## src/rtl/gcno_pkg.sv

```systemverilog
// shared types, constants and helpers for the grid cell neighbourhood occupancy block
// no dependencies
package gcno_pkg;

  localparam int GRID_DIM_MAX = 32;
  localparam int COUNT_WIDTH  = 16;
  localparam int CELLS        = GRID_DIM_MAX * GRID_DIM_MAX;
  localparam int CELL_BITS    = $clog2(GRID_DIM_MAX);
  localparam int ADDR_W       = $clog2(CELLS);
  localparam logic [COUNT_WIDTH-1:0] COUNT_MAX = '1;

  localparam int POS_W = 24;
  localparam int CS_W  = 23;
  localparam int DIM_W = 6;
  localparam int IDX_W = 5;
  localparam int Q_DEPTH = 2;

  localparam logic [1:0] OP_PLACE  = 2'd0;
  localparam logic [1:0] OP_MOVE   = 2'd1;
  localparam logic [1:0] OP_REMOVE = 2'd2;
  localparam logic [1:0] OP_NOP    = 2'd3;

  localparam logic [2:0] CFG_MIN_X = 3'd0;
  localparam logic [2:0] CFG_MIN_Z = 3'd1;
  localparam logic [2:0] CFG_MAX_X = 3'd2;
  localparam logic [2:0] CFG_MAX_Z = 3'd3;
  localparam logic [2:0] CFG_CELL  = 3'd4;
  localparam logic [2:0] CFG_COLS  = 3'd5;
  localparam logic [2:0] CFG_ROWS  = 3'd6;

  typedef struct packed {
    logic signed [POS_W-1:0] min_x;
    logic signed [POS_W-1:0] min_z;
    logic signed [POS_W-1:0] max_x;
    logic signed [POS_W-1:0] max_z;
    logic [CS_W-1:0]         cell_size;
    logic [DIM_W-1:0]        grid_cols;
    logic [DIM_W-1:0]        grid_rows;
  } cfg_t;

  typedef struct packed {
    logic             inc;
    logic             dec;
    logic             changed;
    logic [IDX_W-1:0] nx;
    logic [IDX_W-1:0] nz;
    logic [IDX_W-1:0] ox;
    logic [IDX_W-1:0] oz;
  } job_t;

  typedef enum logic [1:0] {F_IDLE, F_OFF, F_DIV, F_PUSH} front_state_t;
  typedef enum logic [2:0] {B_CLEAR, B_IDLE, B_SCAN, B_WR, B_DONE} back_state_t;

  function automatic logic [DIM_W-1:0] dim_used(input logic [DIM_W-1:0] d);
    if (d == '0) begin
      return DIM_W'(1);
    end else if (d > DIM_W'(GRID_DIM_MAX)) begin
      return DIM_W'(GRID_DIM_MAX);
    end
    return d;
  endfunction

endpackage

```

## src/rtl/gcno_ram.sv

```systemverilog
// generic single write port, single read port ram with registered read
// no dependencies
module gcno_ram #(
  parameter int WIDTH = 16,
  parameter int DEPTH = 1024
) (
  input  logic                     clk,
  input  logic                     we,
  input  logic [$clog2(DEPTH)-1:0] waddr,
  input  logic [WIDTH-1:0]         wdata,
  input  logic [$clog2(DEPTH)-1:0] raddr,
  output logic [WIDTH-1:0]         rdata
);

  logic [WIDTH-1:0] mem [DEPTH];

  always_ff @(posedge clk) begin
    if (we) begin
      mem[waddr] <= wdata;
    end
    rdata <= mem[raddr];
  end

endmodule

```

## src/rtl/gcno_front.sv

```systemverilog
// front end: accepts input beats, finds the cell index per axis with a short shift-subtract
// divider and builds a counter update job; uses gcno_pkg
module gcno_front import gcno_pkg::*; (
  input  logic        clk,
  input  logic        rst,
  input  cfg_t        cfg,
  input  logic        clearing,
  input  logic        s_tvalid,
  output logic        s_tready,
  input  logic [63:0] s_tdata,   // pos_x, pos_z, old_cell_x, old_cell_z, zero fill
  input  logic [1:0]  s_tuser,   // op
  output job_t        job,
  output logic        push,
  input  logic        full
);

  front_state_t state, state_next;

  logic [1:0]              op_r;
  logic signed [POS_W-1:0] px, pz;
  logic [IDX_W-1:0]        ox, oz;
  logic [POS_W-1:0]        rem_x, rem_z;
  logic [5:0]              q_x, q_z;
  logic [2:0]              step;

  logic [CS_W-1:0]  cs_eff;
  logic [28:0]      trial;
  logic             ge_x, ge_z;
  logic [DIM_W-1:0] cols, rows;
  logic [IDX_W-1:0] nx, nz;
  logic             accept, moved, is_move;

  function automatic logic [POS_W-1:0] axis_offset(input logic signed [POS_W-1:0] p,
                                                   input logic signed [POS_W-1:0] lo,
                                                   input logic signed [POS_W-1:0] hi);
    logic signed [POS_W-1:0] c;
    logic signed [POS_W:0]   d;
    c = (p > hi) ? hi : p;
    c = (c < lo) ? lo : c;
    d = (POS_W+1)'(c) - (POS_W+1)'(lo);
    return d[POS_W] ? '0 : d[POS_W-1:0];
  endfunction

  function automatic logic [IDX_W-1:0] clamp_idx(input logic [5:0] q,
                                                 input logic [DIM_W-1:0] n);
    logic [IDX_W-1:0] lim, qc;
    lim = IDX_W'(n - DIM_W'(1));
    qc  = q[5] ? '1 : q[IDX_W-1:0];
    return (qc > lim) ? lim : qc;
  endfunction

  assign accept = s_tvalid && s_tready;
  assign cs_eff = (cfg.cell_size == '0) ? CS_W'(1) : cfg.cell_size;
  assign trial  = 29'(cs_eff) << step;
  assign ge_x   = 29'(rem_x) >= trial;
  assign ge_z   = 29'(rem_z) >= trial;
  assign cols   = dim_used(cfg.grid_cols);
  assign rows   = dim_used(cfg.grid_rows);
  assign nx     = clamp_idx(q_x, cols);
  assign nz     = clamp_idx(q_z, rows);
  assign is_move = op_r == OP_MOVE;
  assign moved   = (nx != ox) || (nz != oz);

  always_comb begin
    job.inc     = (op_r == OP_PLACE) || (is_move && moved);
    job.dec     = (is_move && moved) || (op_r == OP_REMOVE);
    job.changed = job.inc;
    job.nx      = nx;
    job.nz      = nz;
    job.ox      = ox;
    job.oz      = oz;
  end

  always_comb begin
    state_next = state;
    unique case (state)
      F_IDLE: begin
        if (accept) begin
          state_next = (s_tuser == OP_PLACE || s_tuser == OP_MOVE) ? F_OFF : F_PUSH;
        end
      end
      F_OFF: state_next = F_DIV;
      F_DIV: begin
        if (step == 3'd0) begin
          state_next = F_PUSH;
        end
      end
      F_PUSH: begin
        if (!full) begin
          state_next = F_IDLE;
        end
      end
      default: state_next = F_IDLE;
    endcase
  end

  always_comb begin
    s_tready = (state == F_IDLE) && !clearing;
    push     = (state == F_PUSH) && !full;
  end

  always_ff @(posedge clk) begin
    if (rst) begin
      state <= F_IDLE;
    end else begin
      state <= state_next;
    end
  end

  always_ff @(posedge clk) begin
    if (accept) begin
      op_r <= s_tuser;
      px   <= s_tdata[23:0];
      pz   <= s_tdata[47:24];
      ox   <= s_tdata[52:48];
      oz   <= s_tdata[57:53];
      q_x  <= '0;
      q_z  <= '0;
    end
    if (state == F_OFF) begin
      rem_x <= axis_offset(px, cfg.min_x, cfg.max_x);
      rem_z <= axis_offset(pz, cfg.min_z, cfg.max_z);
      q_x   <= '0;
      q_z   <= '0;
      step  <= 3'd5;
    end
    if (state == F_DIV) begin
      if (ge_x) begin
        rem_x     <= rem_x - trial[POS_W-1:0];
        q_x[step] <= 1'b1;
      end
      if (ge_z) begin
        rem_z     <= rem_z - trial[POS_W-1:0];
        q_z[step] <= 1'b1;
      end
      step <= step - 3'd1;
    end
  end

endmodule

```

## src/rtl/gcno_queue.sv

```systemverilog
// two entry job queue between front and back end
// uses gcno_pkg
module gcno_queue import gcno_pkg::*; (
  input  logic clk,
  input  logic rst,
  input  logic push,
  input  job_t din,
  output logic full,
  input  logic pop,
  output job_t dout,
  output logic empty
);

  job_t       slots [Q_DEPTH];
  logic       wptr, rptr;
  logic [1:0] count;

  assign full  = count == 2'(Q_DEPTH);
  assign empty = count == 2'd0;
  assign dout  = slots[rptr];

  always_ff @(posedge clk) begin
    if (rst) begin
      wptr  <= 1'b0;
      rptr  <= 1'b0;
      count <= 2'd0;
    end else begin
      if (push) begin
        wptr <= ~wptr;
      end
      if (pop) begin
        rptr <= ~rptr;
      end
      count <= count + 2'(push) - 2'(pop);
    end
  end

  always_ff @(posedge clk) begin
    if (push) begin
      slots[wptr] <= din;
    end
  end

endmodule

```

## src/rtl/gcno_back.sv

```systemverilog
// back end: clears the counters after reset, then runs the 3x3 read-modify-write passes
// of each job and holds the result beat; uses gcno_pkg and gcno_ram
module gcno_back import gcno_pkg::*; (
  input  logic        clk,
  input  logic        rst,
  input  cfg_t        cfg,
  input  job_t        job_in,
  input  logic        empty,
  output logic        pop,
  output logic        clearing,
  output logic        m_tvalid,
  input  logic        m_tready,
  output logic [15:0] m_tdata   // cell_x, cell_z, cell_changed, zero fill
);

  back_state_t state, state_next;

  job_t              job;
  logic              phase;
  logic [1:0]        dxi, dzi;
  logic [ADDR_W-1:0] clr_addr, rmw_addr;

  logic [IDX_W-1:0]       cx, cz;
  logic [IDX_W+1:0]       xs, zs;
  logic [DIM_W-1:0]       cols, rows;
  logic                   nb_ok, last_nb, more, out_free, ram_we;
  logic [ADDR_W-1:0]      ram_waddr, nb_addr;
  logic [COUNT_WIDTH-1:0] ram_wdata, rdata, upd;

  assign cols     = dim_used(cfg.grid_cols);
  assign rows     = dim_used(cfg.grid_rows);
  assign cx       = phase ? job.ox : job.nx;
  assign cz       = phase ? job.oz : job.nz;
  assign xs       = (IDX_W+2)'(cx) + (IDX_W+2)'(dxi) - (IDX_W+2)'(1);
  assign zs       = (IDX_W+2)'(cz) + (IDX_W+2)'(dzi) - (IDX_W+2)'(1);
  assign nb_ok    = !xs[IDX_W+1] && !zs[IDX_W+1] &&
                    (xs < (IDX_W+2)'(cols)) && (zs < (IDX_W+2)'(rows));
  assign nb_addr  = {xs[CELL_BITS-1:0], zs[CELL_BITS-1:0]};
  assign last_nb  = (dxi == 2'd2) && (dzi == 2'd2);
  assign more     = !phase && job.dec;
  assign out_free = !m_tvalid || m_tready;

  always_comb begin
    if (phase) begin
      upd = (rdata == '0) ? rdata : rdata - COUNT_WIDTH'(1);
    end else begin
      upd = (rdata == COUNT_MAX) ? rdata : rdata + COUNT_WIDTH'(1);
    end
  end

  always_comb begin
    state_next = state;
    unique case (state)
      B_CLEAR: begin
        if (clr_addr == ADDR_W'(CELLS - 1)) begin
          state_next = B_IDLE;
        end
      end
      B_IDLE: begin
        if (!empty) begin
          state_next = (job_in.inc || job_in.dec) ? B_SCAN : B_DONE;
        end
      end
      B_SCAN: begin
        if (nb_ok) begin
          state_next = B_WR;
        end else if (last_nb && !more) begin
          state_next = B_DONE;
        end
      end
      B_WR: state_next = (last_nb && !more) ? B_DONE : B_SCAN;
      B_DONE: begin
        if (out_free) begin
          state_next = B_IDLE;
        end
      end
      default: state_next = B_IDLE;
    endcase
  end

  always_comb begin
    clearing  = state == B_CLEAR;
    pop       = (state == B_IDLE) && !empty;
    ram_we    = (state == B_CLEAR) || (state == B_WR);
    ram_waddr = (state == B_CLEAR) ? clr_addr : rmw_addr;
    ram_wdata = (state == B_CLEAR) ? '0 : upd;
  end

  always_ff @(posedge clk) begin
    if (rst) begin
      state    <= B_CLEAR;
      clr_addr <= '0;
      m_tvalid <= 1'b0;
    end else begin
      state <= state_next;
      if (state == B_CLEAR) begin
        clr_addr <= clr_addr + ADDR_W'(1);
      end
      if (state == B_DONE && out_free) begin
        m_tvalid <= 1'b1;
      end else if (m_tready) begin
        m_tvalid <= 1'b0;
      end
    end
  end

  always_ff @(posedge clk) begin
    if (pop) begin
      job   <= job_in;
      phase <= !job_in.inc;
      dxi   <= 2'd0;
      dzi   <= 2'd0;
    end
    if (state == B_SCAN) begin
      rmw_addr <= nb_addr;
    end
    if ((state == B_SCAN && !nb_ok) || state == B_WR) begin
      if (dzi == 2'd2) begin
        dzi <= 2'd0;
        if (dxi == 2'd2) begin
          dxi   <= 2'd0;
          phase <= 1'b1;
        end else begin
          dxi <= dxi + 2'd1;
        end
      end else begin
        dzi <= dzi + 2'd1;
      end
    end
    if (state == B_DONE && out_free) begin
      m_tdata <= job.changed ? {5'd0, 1'b1, job.nz, job.nx} : {5'd0, 1'b0, job.oz, job.ox};
    end
  end

  gcno_ram #(
    .WIDTH(COUNT_WIDTH),
    .DEPTH(CELLS)
  ) u_counts (
    .clk  (clk),
    .we   (ram_we),
    .waddr(ram_waddr),
    .wdata(ram_wdata),
    .raddr(nb_addr),
    .rdata(rdata)
  );

  a_we_state: assert property (@(posedge clk) disable iff (rst)
    ram_we |-> (state == B_WR || state == B_CLEAR))
    else $error("counter write outside clear or update");

  a_no_pop_clear: assert property (@(posedge clk) disable iff (rst)
    (state == B_CLEAR) |-> !pop)
    else $error("job taken during clearing pass");

  a_result_src: assert property (@(posedge clk) disable iff (rst)
    $rose(m_tvalid) |-> $past(state == B_DONE))
    else $error("result raised outside done state");

  a_wr_after_scan: assert property (@(posedge clk) disable iff (rst)
    (state == B_WR) |-> $past(state == B_SCAN))
    else $error("counter update without read");

endmodule

```

## src/rtl/grid_cell_neighbourhood_occupancy.sv

```systemverilog
// top level of the grid cell neighbourhood occupancy block: config registers, front end,
// job queue and back end; uses gcno_pkg, gcno_front, gcno_queue, gcno_back
//
// Keeps a 32x32 grid of saturating 16-bit occupancy counters. After reset the block clears
// the counter memory, one entry per cycle, and holds s_tready low; config writes are taken
// as ever. An item (op in s_tuser) is taken one at a time by the front end: place and move
// pass through an offset clamp, then a 6-step shift-subtract divider per axis, while remove
// and nop go straight to the push. The back end then walks the 3x3 neighbourhood through
// the single counter memory: a scan step per neighbour, plus a write step for each on-grid
// one; a move that changes cell walks both the new and the old neighbourhood, and the back
// end also takes the job and posts the result. A two-entry queue lets the front end work on
// the next item while the back end is still busy, so the steady rate is set by the back end.
module grid_cell_neighbourhood_occupancy import gcno_pkg::*; (
  input  logic        clk,
  input  logic        rst,
  input  logic        cfg_we,
  input  logic [2:0]  cfg_addr,
  input  logic [23:0] cfg_data,
  input  logic        s_tvalid,
  output logic        s_tready,
  input  logic [63:0] s_tdata,   // pos_x, pos_z, old_cell_x, old_cell_z, zero fill
  input  logic [1:0]  s_tuser,   // op
  output logic        m_tvalid,
  input  logic        m_tready,
  output logic [15:0] m_tdata    // cell_x, cell_z, cell_changed, zero fill
);

  cfg_t cfg;
  job_t fj, qj;
  logic push, full, pop, empty, clearing;

  always_ff @(posedge clk) begin
    if (rst) begin
      cfg.min_x     <= '0;
      cfg.min_z     <= '0;
      cfg.max_x     <= '0;
      cfg.max_z     <= '0;
      cfg.cell_size <= CS_W'(256);
      cfg.grid_cols <= DIM_W'(32);
      cfg.grid_rows <= DIM_W'(32);
    end else if (cfg_we) begin
      unique case (cfg_addr)
        CFG_MIN_X: cfg.min_x     <= cfg_data;
        CFG_MIN_Z: cfg.min_z     <= cfg_data;
        CFG_MAX_X: cfg.max_x     <= cfg_data;
        CFG_MAX_Z: cfg.max_z     <= cfg_data;
        CFG_CELL:  cfg.cell_size <= cfg_data[CS_W-1:0];
        CFG_COLS:  cfg.grid_cols <= cfg_data[DIM_W-1:0];
        CFG_ROWS:  cfg.grid_rows <= cfg_data[DIM_W-1:0];
        default: ;
      endcase
    end
  end

  gcno_front u_front (
    .clk     (clk),
    .rst     (rst),
    .cfg     (cfg),
    .clearing(clearing),
    .s_tvalid(s_tvalid),
    .s_tready(s_tready),
    .s_tdata (s_tdata),
    .s_tuser (s_tuser),
    .job     (fj),
    .push    (push),
    .full    (full)
  );

  gcno_queue u_queue (
    .clk  (clk),
    .rst  (rst),
    .push (push),
    .din  (fj),
    .full (full),
    .pop  (pop),
    .dout (qj),
    .empty(empty)
  );

  gcno_back u_back (
    .clk     (clk),
    .rst     (rst),
    .cfg     (cfg),
    .job_in  (qj),
    .empty   (empty),
    .pop     (pop),
    .clearing(clearing),
    .m_tvalid(m_tvalid),
    .m_tready(m_tready),
    .m_tdata (m_tdata)
  );

endmodule

```

## config.mk

```make
export PLATFORM = sky130hd
export DESIGN_NAME = grid_cell_neighbourhood_occupancy
export DESIGN_NICKNAME = d
export VERILOG_FILES = /design/src/rtl/gcno_pkg.sv /design/src/rtl/gcno_ram.sv /design/src/rtl/gcno_front.sv /design/src/rtl/gcno_queue.sv /design/src/rtl/gcno_back.sv /design/src/rtl/grid_cell_neighbourhood_occupancy.sv
export SDC_FILE = /design/constraint.sdc
export NUM_CORES = 1
export LEC_CHECK = 0
export BUFFER_PORTS_ARGS = -buffer_cell sky130_fd_sc_hd__buf_2
export CORE_UTILIZATION = 51
export DETAILED_ROUTE_END_ITERATION = 10
export GPL_ROUTABILITY_DRIVEN = 0
export PLACE_DENSITY = 0.68
export SKIP_CTS_REPAIR_TIMING = 1
export SYNTH_ARGS = -nofsm -noshare
export SYNTH_HDL_FRONTEND = slang
export SYNTH_SLANG_ARGS = --single-unit
```

## constraint.sdc

```tcl
create_clock -name clk -period 8 [get_ports clk]
set_clock_uncertainty 0.1 [all_clocks]
set_input_delay 1.6 -clock clk [delete_from_list [all_inputs] [get_ports clk]]
set_output_delay 1.6 -clock clk [all_outputs]
set_load 0.01 [all_outputs]
```

; Word level (Yosys, flattened, before mapping)
; Memory sizes are Yosys's and may differ from the RTL's. A register that Yosys moved wholly into a read port is not among the register bits.
; Index checks and enable logic that the tools add are counted.
[totals]
output_inout_bits = 18
wordCells = 224
ram_bits = 46
register_bits = 317
memories = 1
input_bits = 98
[memory_table]
columns = name, words, word_bits, rd, rd_ports_with_merged_regs, wr, line_no
row1 = u_queue.slots, 2, 23, 1, 1, 1, gcno_queue.sv:14  ; job_t slots [Q_DEPTH];
[op_classes]
n_lt_le_gt_ge = 14
n_eq_ne = 29
n_mux = 72
reduce_logical = 53
bitwise = 4
shifts = 1
addsub = 16
[ops]
columns = op, n
row1 = two-way mux 24 bit, 12
row2 = two-way mux 6 bit, 14
row3 = >= comparator 24 x 29 -> 1 bit, 2
row4 = subtractor 24 x 24 -> 25 bit, 2
row5 = greater-than comparator 24 bit, 2
row6 = less-than comparator 24 bit, 2
row7 = subtractor 24 bit, 2
row8 = two-way mux 5 bit, 6
row9 = left shift 23 x 3 -> 29 bit, 1
row10 = two-way mux 3 bit, 9
row11 = zero test 23 bit, 1
row12 = two-way mux 23 bit, 1
row13 = two-way mux 2 bit, 11
row14 = two-way mux 1 bit, 15
row15 = one-hot mux 3 bit (5 select lines), 1
row16 = logical AND 1 bit, 14
row17 = less-than comparator 7 x 6 -> 1 bit, 2
row18 = AND reduction 2 bit, 7
row19 = "subtractor 7 x 1 -> 7 bit, second input constant", 2
row20 = adder 5 x 2 -> 6 bit, 2
row21 = "equality test 2 bit, second input constant", 6
row22 = "equality test 3 x 2 -> 1 bit, second input constant", 4
row23 = "equality test 3 bit, second input constant", 4
row24 = "greater-than comparator 6 bit, second input constant", 2
row25 = 29 further kinds, 65

; Logic depth before layout (Yosys ltp)
; Gate-level depths: netlist of run 1.
[depth]
ltp_word = 11
depth_mapped = 35
mapped_depth_nobuf = 31

; Modules after synthesis
; A second synthesis of run 1 with hierarchy kept.
[hier_totals]
cells_unflattened = 2473
hier_area_um2 = 24103.1
[by_module_without_submodules]
columns = module, cells_each, area_per_inst_um2, instances
row1 = gcno_front, 1658, 14116.0, 1
row2 = grid_cell_neighbourhood_occupancy, 464, 5163.7, 1
row3 = gcno_back, 259, 2944.1, 1
row4 = gcno_queue, 92, 1879.3, 1

; Least setup slack after synthesis of run 1
; OpenSTA, ideal clock, no wires.
[synth_timing]
path_kind = register to register
startpoint = register u_front.px[23]
endpoint = register u_front.rem_x[11]
stages_incl_launch_ff = 33
setup_time_ns = 0.070
arrival_ns = 6.831
required_ns = 7.830
slack_ns = 0.999
n_path_buf = 3
path_cell_list = edfxtp_1 -> ha_1 -> nand4_2 -> nor4_2 -> nor3b_2 -> o31ai_1 -> a41oi_1 -> or2_1 -> clkbuf_1 -> nand2_1 -> o21ai_0 -> ha_1 -> a21o_1 -> a21o_1 -> a2111o_1 -> a2111oi_0 -> o31a_1 -> a21oi_4 -> xnor2_4 -> buf_6 -> mux2i_1 -> ha_1 -> fa_1 -> nand2b_1 -> a21oi_1 -> o221a_2 -> o21ai_1 -> o211ai_1 -> a22oi_1 -> a21oi_1 -> clkbuf_1 -> a22oi_1 -> a21oi_1
[synth_between]
elab_chain_len = 9
[synth_rtl]
columns = item, line_no
row1 = from (decl), gcno_front.sv:20  ; logic signed [POS_W-1:0] px, pz;
row2 = from (signal assigned), gcno_front.sv:113  ; px <= s_tdata[23:0];
row3 = greater-than comparator 24 bit, gcno_front.sv:38  ; c = (p > hi) ? hi : p;
row4 = two-way mux 24 bit *, gcno_front.sv:38
row5 = less-than comparator 24 bit, gcno_front.sv:39  ; c = (c < lo) ? lo : c;
row6 = two-way mux 24 bit *, gcno_front.sv:39
row7 = subtractor 24 x 24 -> 25 bit *, gcno_front.sv:40  ; d = (POS_W+1)'(c) - (POS_W+1)'(lo);
row8 = two-way mux 24 bit *, gcno_front.sv:41  ; return d[POS_W] ? '0 : d[POS_W-1:0];
row9 = two-way mux 24 bit *, gcno_front.sv:120  ; if (state == F_OFF) begin
row10 = two-way mux 24 bit, gcno_front.sv:128  ; if (ge_x) begin
row11 = two-way mux 24 bit *, gcno_front.sv:127  ; if (state == F_DIV) begin
row12 = to (signal assigned), gcno_front.sv:121  ; rem_x <= axis_offset(px, cfg.min_x, cfg.max_x);
row13 = to (signal assigned), gcno_front.sv:129  ; rem_x <= rem_x - trial[POS_W-1:0];
row14 = to (decl), gcno_front.sv:22  ; logic [POS_W-1:0] rem_x, rem_z;
; Mark *: on every way between the ends. The rest lies on a longest branch, timed or not.
; A chain may end at the register's enable or synchronous reset.

; Worst setup path in the final report of run 1
[layout_timing]
startpoint = register u_front.px[23]
endpoint = register u_front.rem_x[23]
; The elaborated chain is that of the path after synthesis.

==> results of run 1 <==
worst paths after layout:
path | from | endpoint | cells after the start
setup / recovery | u_front.px[23] | u_front.rem_x[23] | 32
hold / removal | cfg[63] | cfg[63] | 2
setup reg to reg | u_front.px[23] | u_front.rem_x[23] | 32
hold reg to reg | cfg[63] | cfg[63] | 2
layout make-up:
type,count,area [um2]
clock buffer,53,1050
clock inverter,19,256
fill,3878,18800
inverter,163,612
multi-input combinational,1939,13700
sequential,357,8570
tap,592,741
timing repair buffer,143,870
cells in the mapped netlist (7+ instances only):
cell type / count
o211ai_1: 8
edfxtp_1: 142
nand2b_1: 21
a22o_1: 7
a211o_1: 8
nor4_1: 13
nor2_1: 146
ha_1: 229
a21oi_1: 274
nor3_1: 38
or2_2: 8
o31ai_1: 7
nand3_1: 31
a22oi_1: 16
mux2_1: 25
dfxtp_1: 215
a221oi_1: 32
mux4_2: 11
mux2i_1: 62
mux2_4: 18
or3_1: 14
inv_1: 162
mux2_2: 66
a21boi_0: 8
o31a_1: 8
a21o_1: 57
nand4_1: 27
o21a_1: 29
buf_1: 8
a31oi_1: 18
nor2b_1: 31
a2111oi_0: 7
nand2_1: 364
xor2_1: 44
xnor2_1: 58
o21ai_1: 11
a211oi_1: 19
clkbuf_1: 75
o21bai_1: 7
o21ai_0: 92
and3_1: 21
buf_2: 11
state kept, by name (all words and copies together), names as in the netlist, 11 cells and up, named ones only:
signal          cells
cfg               131
u_back.job         22
u_front.pz         24
u_back.m_tdata     11
u_queue.slots      44
u_front.rem_z      24
u_front.rem_x      24
u_front.px         24
power by group:
group / internal [mW] / switching, mW
clock: 1.12 / 0.760
combinational: 2.30 / 2.92
sequential: 2.21 / 0.210
metal layers:
metal | part of all wire [%] | vias to the layer above | GRT usage (%)
li1 | - | 9416 | -
met1 | 44 | 9174 | 35.4
met2 | 47 | 548 | 44.3
met3 | 5.5 | 124 | 3.02
met4 | 3.6 | 0 | 10.2
met5 | 0 | - | 0
cell families after synthesis:
family,Yosys count
AND/OR/NAND/NOR,752
AO/OA/AOI/OAI,662
flip-flops,357
buffers and inverters,264
adder cells (fa/ha/maj),235
multiplexers,182
XOR/XNOR,103
other,1
metrics by stage:
| stage | hold WS [ps] | utilization, % |
|---|---|---|
| 2_1_floorplan | 324 | - |
| 3_3_place_gp | 338 | 54.9 |
| 3_5_place_dp | 347 | 54.9 |
| 4_1_cts | 354 | 57.8 |
| 5_1_grt | 370 | 57.9 |
| 6_report | 354 | 57.9 |
worst min-delay path: cells and delay by family, from the launching register on:
kind             cells  cell delay [ps]
AND/OR/NAND/NOR      1               50
AO/OA/AOI/OAI        1               50
flip-flops           1              300
==> reports/results.ini, run 1 <==
[clocking]
cts_made_buffers = 40
clkLatencyLatePin_ps = 570
cts.htree.levels = 2
clk_path_buf_depth = 3
cts_root_buffer = clkbuf_16
cts_sinks = 357
clk_pin_slew_ps = 60
cts_tree = yes

[place]
dpl.hpwl_um = 46300
placed_cell_area_um2 = 24500
dp.cells = 3193
port-buffer-count = 104
place_worst_setup_slack_ps = 193

[detailed_routing]
totalWireLength_um = 62700
num_vias = 19300
remaining_drc_errors = 0
wl_per_cell_um = 19.2
vias_per_cell = 5.90
ant_nets = 0
first_iter_violations = 1451
dr.pass1.iters = 7

[worst_setup_path]
slowest_delay_ps = 390
cp-start-kind = flop
worst-path-max-fanout = 22
critical_path_arrival_ps = 8030
worst_setup_path_end_kind = flop
cp.buffers_inverters = 4
crit_type = flop to flop
cp_slowest_cell = ha_1
cp_top_family = compound AO/OA/AOI/OAI gates
cp.required_ps = 8400
timing.critical_path.mode_cell = ha_1
reg2reg_setup_slack_ps = 370

[timing]
fmax_mhz = 131
rsz0062_at_grt = true
min_period_ps = 7630
drv_slew = 0
hold_viol = 0
finalSetupTns_ps = 0
period_share_pct = 95.4
relSlewSlack_pct = 18.7
setup_viol = 0
worst_slew_pin_slew_ps = 1220
setup_slack_ps = 371

[synthesis]
synthAdderAreaFrac_pct = 12.8
ys_seq_area_share_pct = 36.8
yosysWarnings = 0
yosysTopAreaCell = dfxtp_1
synth_xor_xnor_area_share_pct = 3.96
syn_inst = 2556
muxShareOfSynthArea_pct = 9.30
synth_seq_cells = 357
async_reset_ff_share_pct = 0
synth_ff_type = dfxtp_1
yosys.cell_types.count = 89
synth_compound_gate_area_share_pct = 17.9
yosys-top-cells-area = dfxtp_1, edfxtp_1, ha_1
synth_edf_count = 142
avgSynthCellArea_um2 = 9.10
syn-cell-area_um2 = 23300
synth_top_area_share_pct = 18.5
synth_top_family_by_area = compound AO/OA/AOI/OAI gates
synth-simple-area-share_pct = 14.7

[layout]
drive_gt1_share_pct = 12.3
final_common_cell = nand2_1
area_growth_syn_to_layout_pct = 11.1
mostFrequentLayoutCells = nand2_1, a21oi_1, ha_1, dfxtp_1, inv_1
final_area_um2 = 25800
antenna_cells = 0
stdcell_count = 3266
layout.nets = 2977

[die]
num_rows = 77
core-area_um2 = 44600
die_width_um = 216
ios = 116
die_h_um = 216
die_area_um2 = 46500
start_util_pct = 52.2

[status]
run_status = complete, no violations

[global_routing]
grt-ovfl-total = 0
grt_max_degree = 98
track_usage_pct = 26.6
grt_pass1_vias = 18500
grt_pass1_wl_um = 98800
antenna_found_initial = 0

[pwr]
total_power_mw = 9.51
peakVddDrop_mv = 0.193
p_leak_nw = 10.5
power_density_nw_per_um2 = 368

[worst_hold_path]
min_path_type = flop to flop

[run]
cap_violations = 0

Power figures use the tool's default switching activity.
==> run 2: changes to the inputs <==
- CTS_BUF_LIST: unset -> sky130_fd_sc_hd__clkbuf_4 sky130_fd_sc_hd__clkbuf_8 sky130_fd_sc_hd__clkbuf_16
==> reports/results.ini, run 2 (same netlist as run 1, synthesis figures left out) <==
[worst_setup_path]
timing.critical_path.mode_cell = ha_1  ; unchanged
critPathLaunch = u_front.px[23]  ; unchanged
reg2reg_to = u_front.rem_x[23]  ; unchanged
r2r_cells = 31  ; was 32
worst-path-max-fanout = 22  ; unchanged
slowest_delay_ps = 400  ; was 390 ps
critical_path_arrival_ps = 8040  ; was 8030 ps
cp_slowest_cell = o21ai_0  ; was ha_1
r2r_start = u_front.px[23]  ; unchanged
cp.required_ps = 8390  ; was 8400 ps
crit_type = flop to flop  ; unchanged
crit_path_end = u_front.rem_x[23]  ; unchanged
cp-start-kind = flop  ; unchanged
worst_setup_path_end_kind = flop  ; unchanged
reg2reg_setup_slack_ps = 360  ; was 370 ps

[layout]
top_register = cfg  ; unchanged
area_growth_syn_to_layout_pct = 11.3  ; was 11.1%
largest_reg_flops = 131  ; unchanged
largestRegisters = cfg x131, u_queue.slots x44  ; unchanged
fin_util_pct = 58.0  ; was 57.9%
drive_gt1_share_pct = 12.8  ; was 12.3%
antenna_cells = 0  ; unchanged
final_area_um2 = 25900  ; was 25800 um2
final_common_cell = nand2_1  ; unchanged
mostFrequentLayoutCells = nand2_1, a21oi_1, ha_1, dfxtp_1, inv_1  ; unchanged
layout.nets = 2977  ; unchanged

[detailed_routing]
wl_met1_um = 27500  ; was 27800 um
top_layer = met4  ; unchanged
wl_met3_um = 3640  ; was 3420 um
wl_per_cell_um = 19.2  ; about the same
remaining_drc_errors = 0  ; unchanged
ant_nets = 0  ; unchanged
vias_per_cell = 5.92  ; was 5.90
wl_met2_um = 29200  ; about the same
first_iter_violations = 1402  ; was 1451
num_vias = 19300  ; about the same
totalWireLength_um = 62600  ; was 62700 um
dr.pass1.iters = 5  ; was 7

[timing]
drv_slew = 0  ; unchanged
fmax_mhz = 131  ; about the same
min_period_ps = 7640  ; was 7630 ps
worst_slew_pin_slew_ps = 1230  ; was 1220 ps
hold_viol = 0  ; unchanged
period_share_pct = 95.5  ; was 95.4%
finalHoldWorstSlack_ps = 353  ; was 354 ps
setup_viol = 0  ; unchanged
relSlewSlack_pct = 18.0  ; was 18.7%
rsz0062_at_grt = true  ; unchanged

[clocking]
cts_tree = yes  ; unchanged
clkLatencyLatePin_ps = 570  ; about the same
cts_made_buffers = 40  ; unchanged
cts_root_buffer = clkbuf_16  ; unchanged
cts_sinks = 357  ; unchanged
cts.htree.levels = 2  ; unchanged
clk_pin_slew_ps = 60  ; about the same
clk_path_buf_depth = 3  ; unchanged

[global_routing]
antenna_found_initial = 0  ; unchanged
grt_pass1_vias = 18500  ; about the same
grt-ovfl-total = 0  ; unchanged
grt_pass1_wl_um = 98700  ; was 98800 um
grt_max_degree = 98  ; unchanged
track_usage_pct = 26.6  ; about the same

[pwr]
total_power_mw = 9.56  ; was 9.51 mW
power_density_nw_per_um2 = 369  ; was 368 nW/um2
peakVddDrop_mv = 0.193  ; about the same
p_leak_nw = 10.5  ; about the same

[run]
cap_violations = 0  ; unchanged

[die]
die_area_um2 = 46500  ; unchanged
core-area_um2 = 44600  ; unchanged
die_h_um = 216  ; unchanged
die_width_um = 216  ; unchanged
num_rows = 77  ; unchanged
ios = 116  ; unchanged
start_util_pct = 52.2  ; unchanged

[place]
placed_cell_area_um2 = 24500  ; unchanged
port-buffer-count = 104  ; unchanged
dpl.hpwl_um = 46300  ; unchanged

[status]
run_status = complete, no violations  ; unchanged

[worst_hold_path]
min_path_type = flop to flop  ; unchanged

[run 2: layer usage]
| layer | global-route usage (%) | up-vias |
|---|---|---|
| met5 | 0 | - |
| met2 | 44.1 | 603 |
| met1 | 35.3 | 9183 |
| li1 | - | 9416 |
| met3 | 3.04 | 120 |
| met4 | 10.4 | 0 |
[run 2: layout make-up]
type                    count  area, um2
flip-flops and latches    357       8570
clock buffers              53       1100
multi-input cells        1939      13700
well taps                 592        741
clock inverters            19        256
repair buffers            143        870
inverters                 163        612
fillers                  3872      18700
[run 2: through the flow]
step                setup TNS (ps)  instances  worst slack (ps)
floorplan                        0       2560               999
global placement                 0       3193               245
detailed placement               0       3193               193
CTS                              0       3265              11.0
global route                 -44.2       3266             -44.2
finish                           0       3266               356
[run 2: critical path: cells and delay by family, from the launching register on]
kind | cells | cell delay [ps]
compound gates | 14 | 3350
xor+xnor | 1 | 160
fa+ha+maj | 3 | 970
buf+inv | 3 | 520
flops | 1 | 380
mux | 3 | 730
simple gates | 7 | 1380
[run 2: worst min path at each step]
stage | from | endpoint | slack [ps] | depth (start not counted)
6_report | cfg[63] | cfg[63] | 350 | 2
5_1_grt | cfg[67] | cfg[67] | 370 | 2
4_1_cts | cfg[63] | cfg[63] | 350 | 2
3_5_place_dp | cfg[63] | cfg[63] | 350 | 2
3_3_place_gp | u_front.q_z[1] | u_front.q_z[1] | 340 | 2
2_1_floorplan | u_back.job[20] | u_back.m_tdata[10] | 320 | 0
[run 2: report_power, final]
group / switching, mW / internal, mW
clock network: 0.757 / 1.16
logic: 2.92 / 2.30
registers: 0.211 / 2.21
==> run 3: changes to the inputs <==
- CORE_MARGIN: unset -> 3
==> reports/results.ini, run 3 (same netlist as run 1, synthesis figures left out) <==
[global_routing]
track_usage_pct = 25.8  ; was 26.6%
grt-ovfl-total = 0  ; unchanged
grt_pass1_wl_um = 98700  ; about the same
antenna_found_initial = 0  ; unchanged
grt_max_degree = 96  ; was 98
grt_pass1_vias = 18700  ; was 18500

[timing]
setup_viol = 0  ; unchanged
drv_slew = 0  ; unchanged
finalHoldWorstSlack_ps = 355  ; was 353 ps
fmax_mhz = 131  ; about the same
worst_slew_pin_slew_ps = 1110  ; was 1230 ps
min_period_ps = 7620  ; was 7640 ps
finalSetupTns_ps = 0  ; unchanged
period_share_pct = 95.3  ; was 95.5%
hold_viol = 0  ; unchanged
relSlewSlack_pct = 25.6  ; was 18.0%
rsz0062_at_grt = false  ; was true

[place]
dpl.hpwl_um = 46600  ; was 46300 um
placed_cell_area_um2 = 24400  ; was 24500 um2
port-buffer-count = 104  ; unchanged

[detailed_routing]
totalWireLength_um = 62800  ; was 62600 um
wl_per_cell_um = 19.3  ; was 19.2 um
ant_nets = 0  ; unchanged
dr.pass1.iters = 6  ; was 5
num_vias = 19200  ; was 19300
vias_per_cell = 5.88  ; was 5.92
remaining_drc_errors = 0  ; unchanged
first_iter_violations = 1365  ; was 1402

[worst_setup_path]
critical_path_arrival_ps = 8040  ; about the same
cp_slowest_cell = edfxtp_1  ; was o21ai_0
crit_type = flop to flop  ; unchanged
r2r_start = u_front.px[19]  ; was u_front.px[23]
slowest_delay_ps = 400  ; about the same
worst-path-max-fanout = 42  ; was 22
reg2reg_setup_slack_ps = 380  ; was 360 ps
cp.required_ps = 8420  ; was 8390 ps
cp-start-kind = flop  ; unchanged
worst_setup_path_end_kind = flop  ; unchanged
reg2reg_to = u_front.rem_x[23]  ; unchanged
r2r_cells = 31  ; unchanged

[worst_hold_path]
hold_path.startpoint = cfg[75]  ; was cfg[63]
hold_end = cfg[75]  ; was cfg[63]
min_path_cells = 2  ; unchanged
min_path_type = flop to flop  ; unchanged

[die]
core-area_um2 = 44600  ; unchanged
num_rows = 77  ; unchanged
die_h_um = 220  ; was 216 um
ios = 116  ; unchanged
die_area_um2 = 48200  ; was 46500 um2
die_width_um = 220  ; was 216 um
start_util_pct = 52.2  ; unchanged

[layout]
largest_reg_flops = 131  ; unchanged
fin_util_pct = 58.0  ; about the same
final_common_cell = nand2_1  ; unchanged
area_growth_syn_to_layout_pct = 11.2  ; was 11.3%
fillCellCount = 3840  ; was 3872
top_register = cfg  ; unchanged
final_area_um2 = 25900  ; about the same
largestRegisters = cfg x131, u_queue.slots x44  ; unchanged
mostFrequentLayoutCells = nand2_1, a21oi_1, ha_1, dfxtp_1, inv_1  ; unchanged
drive_gt1_share_pct = 12.6  ; was 12.8%
layout.nets = 2966  ; was 2977
antenna_cells = 0  ; unchanged

[clocking]
cts.htree.levels = 2  ; unchanged
cts_tree = yes  ; unchanged
clkLatencyLatePin_ps = 590  ; was 570 ps
clk_path_buf_depth = 3  ; unchanged
cts_root_buffer = clkbuf_16  ; unchanged
cts_made_buffers = 41  ; was 40
cts_sinks = 357  ; unchanged
clk_pin_slew_ps = 60  ; about the same

[pwr]
p_leak_nw = 10.5  ; about the same
peakVddDrop_mv = 0.193  ; about the same
power_density_nw_per_um2 = 368  ; was 369 nW/um2

[run]
cap_violations = 0  ; unchanged

[status]
run_status = complete, no violations  ; unchanged

[run 3: changes by cell type in the layout (fill, tap and decap cells not counted), moves of 3 or more]
| cell | change |
|---|---|
| buf_4 | -13 |
| clkinv_2 | +6 |
| bufinv_16 | -3 |
| clkbuf_4 | -3 |
[run 3: how the worst max path moves through the flow]
| stage | startpoint | endpoint | depth (start not counted) |
|---|---|---|---|
| floorplan | u_front.px[23] | u_front.rem_x[11] | 32 |
| global placement | u_front.px[23] | u_front.rem_x[23] | 32 |
| detailed placement | u_front.px[23] | u_front.rem_x[23] | 32 |
| CTS | u_front.px[19] | u_front.rem_x[23] | 32 |
| global route | u_front.pz[23] | u_front.rem_z[7] | 29 |
| finish | u_front.px[19] | u_front.rem_x[23] | 31 |
[run 3: per-stage QoR]
stage | std cells | power (mW) | worst slack (ps)
after floorplan | 2560 | 6.28 | 999
after global placement | 3182 | 7.34 | 201
after detailed placement | 3182 | 7.49 | 87.4
after CTS | 3258 | 9.44 | 44.8
after global routing | 3258 | 10.2 | 2.79
final | 3258 | 9.52 | 378
[run 3: worst max-delay path, delay by kind of cell, from the launching register on]
| family | cells | cell delay, ps |
|---|---|---|
| compound gates | 16 | 3460 |
| simple gates | 5 | 1170 |
| fa+ha+maj | 3 | 1020 |
| mux | 3 | 750 |
| buf+inv | 3 | 510 |
| flops | 1 | 400 |
| xor+xnor | 1 | 160 |
[run 3: metal layers]
layer / GRT usage [%] / part of all wire, % / routed length (um)
met1: 33.8 / 44 / 27300
met2: 43.4 / 47 / 29600
met3: 3.39 / 5.6 / 3490
met4: 10.1 / 3.9 / 2440
met5: 0 / 0 / 0
[run 3: layout make-up]
| cell class | instances | area, um2 | share of cell area, % |
|---|---|---|---|
| repair buffers | 131 | 801 | 3.10 |
| clock inverters | 23 | 246 | 0.953 |
| multi-input cells | 1939 | 13800 | 53.2 |
| clock buffers | 53 | 1130 | 4.36 |
| well taps | 592 | 741 | 2.86 |
| inverters | 163 | 612 | 2.37 |
| flip-flops and latches | 357 | 8570 | 33.1 |
[run 3: power breakdown]
group          switching, mW  leakage, nW  internal [mW]  total, mW
logic                   2.91         6.74           2.26       5.17
clock network          0.804        0.690           1.11       1.91
registers              0.227         3.04           2.21       2.44
total                   3.94         10.5           5.58       9.52
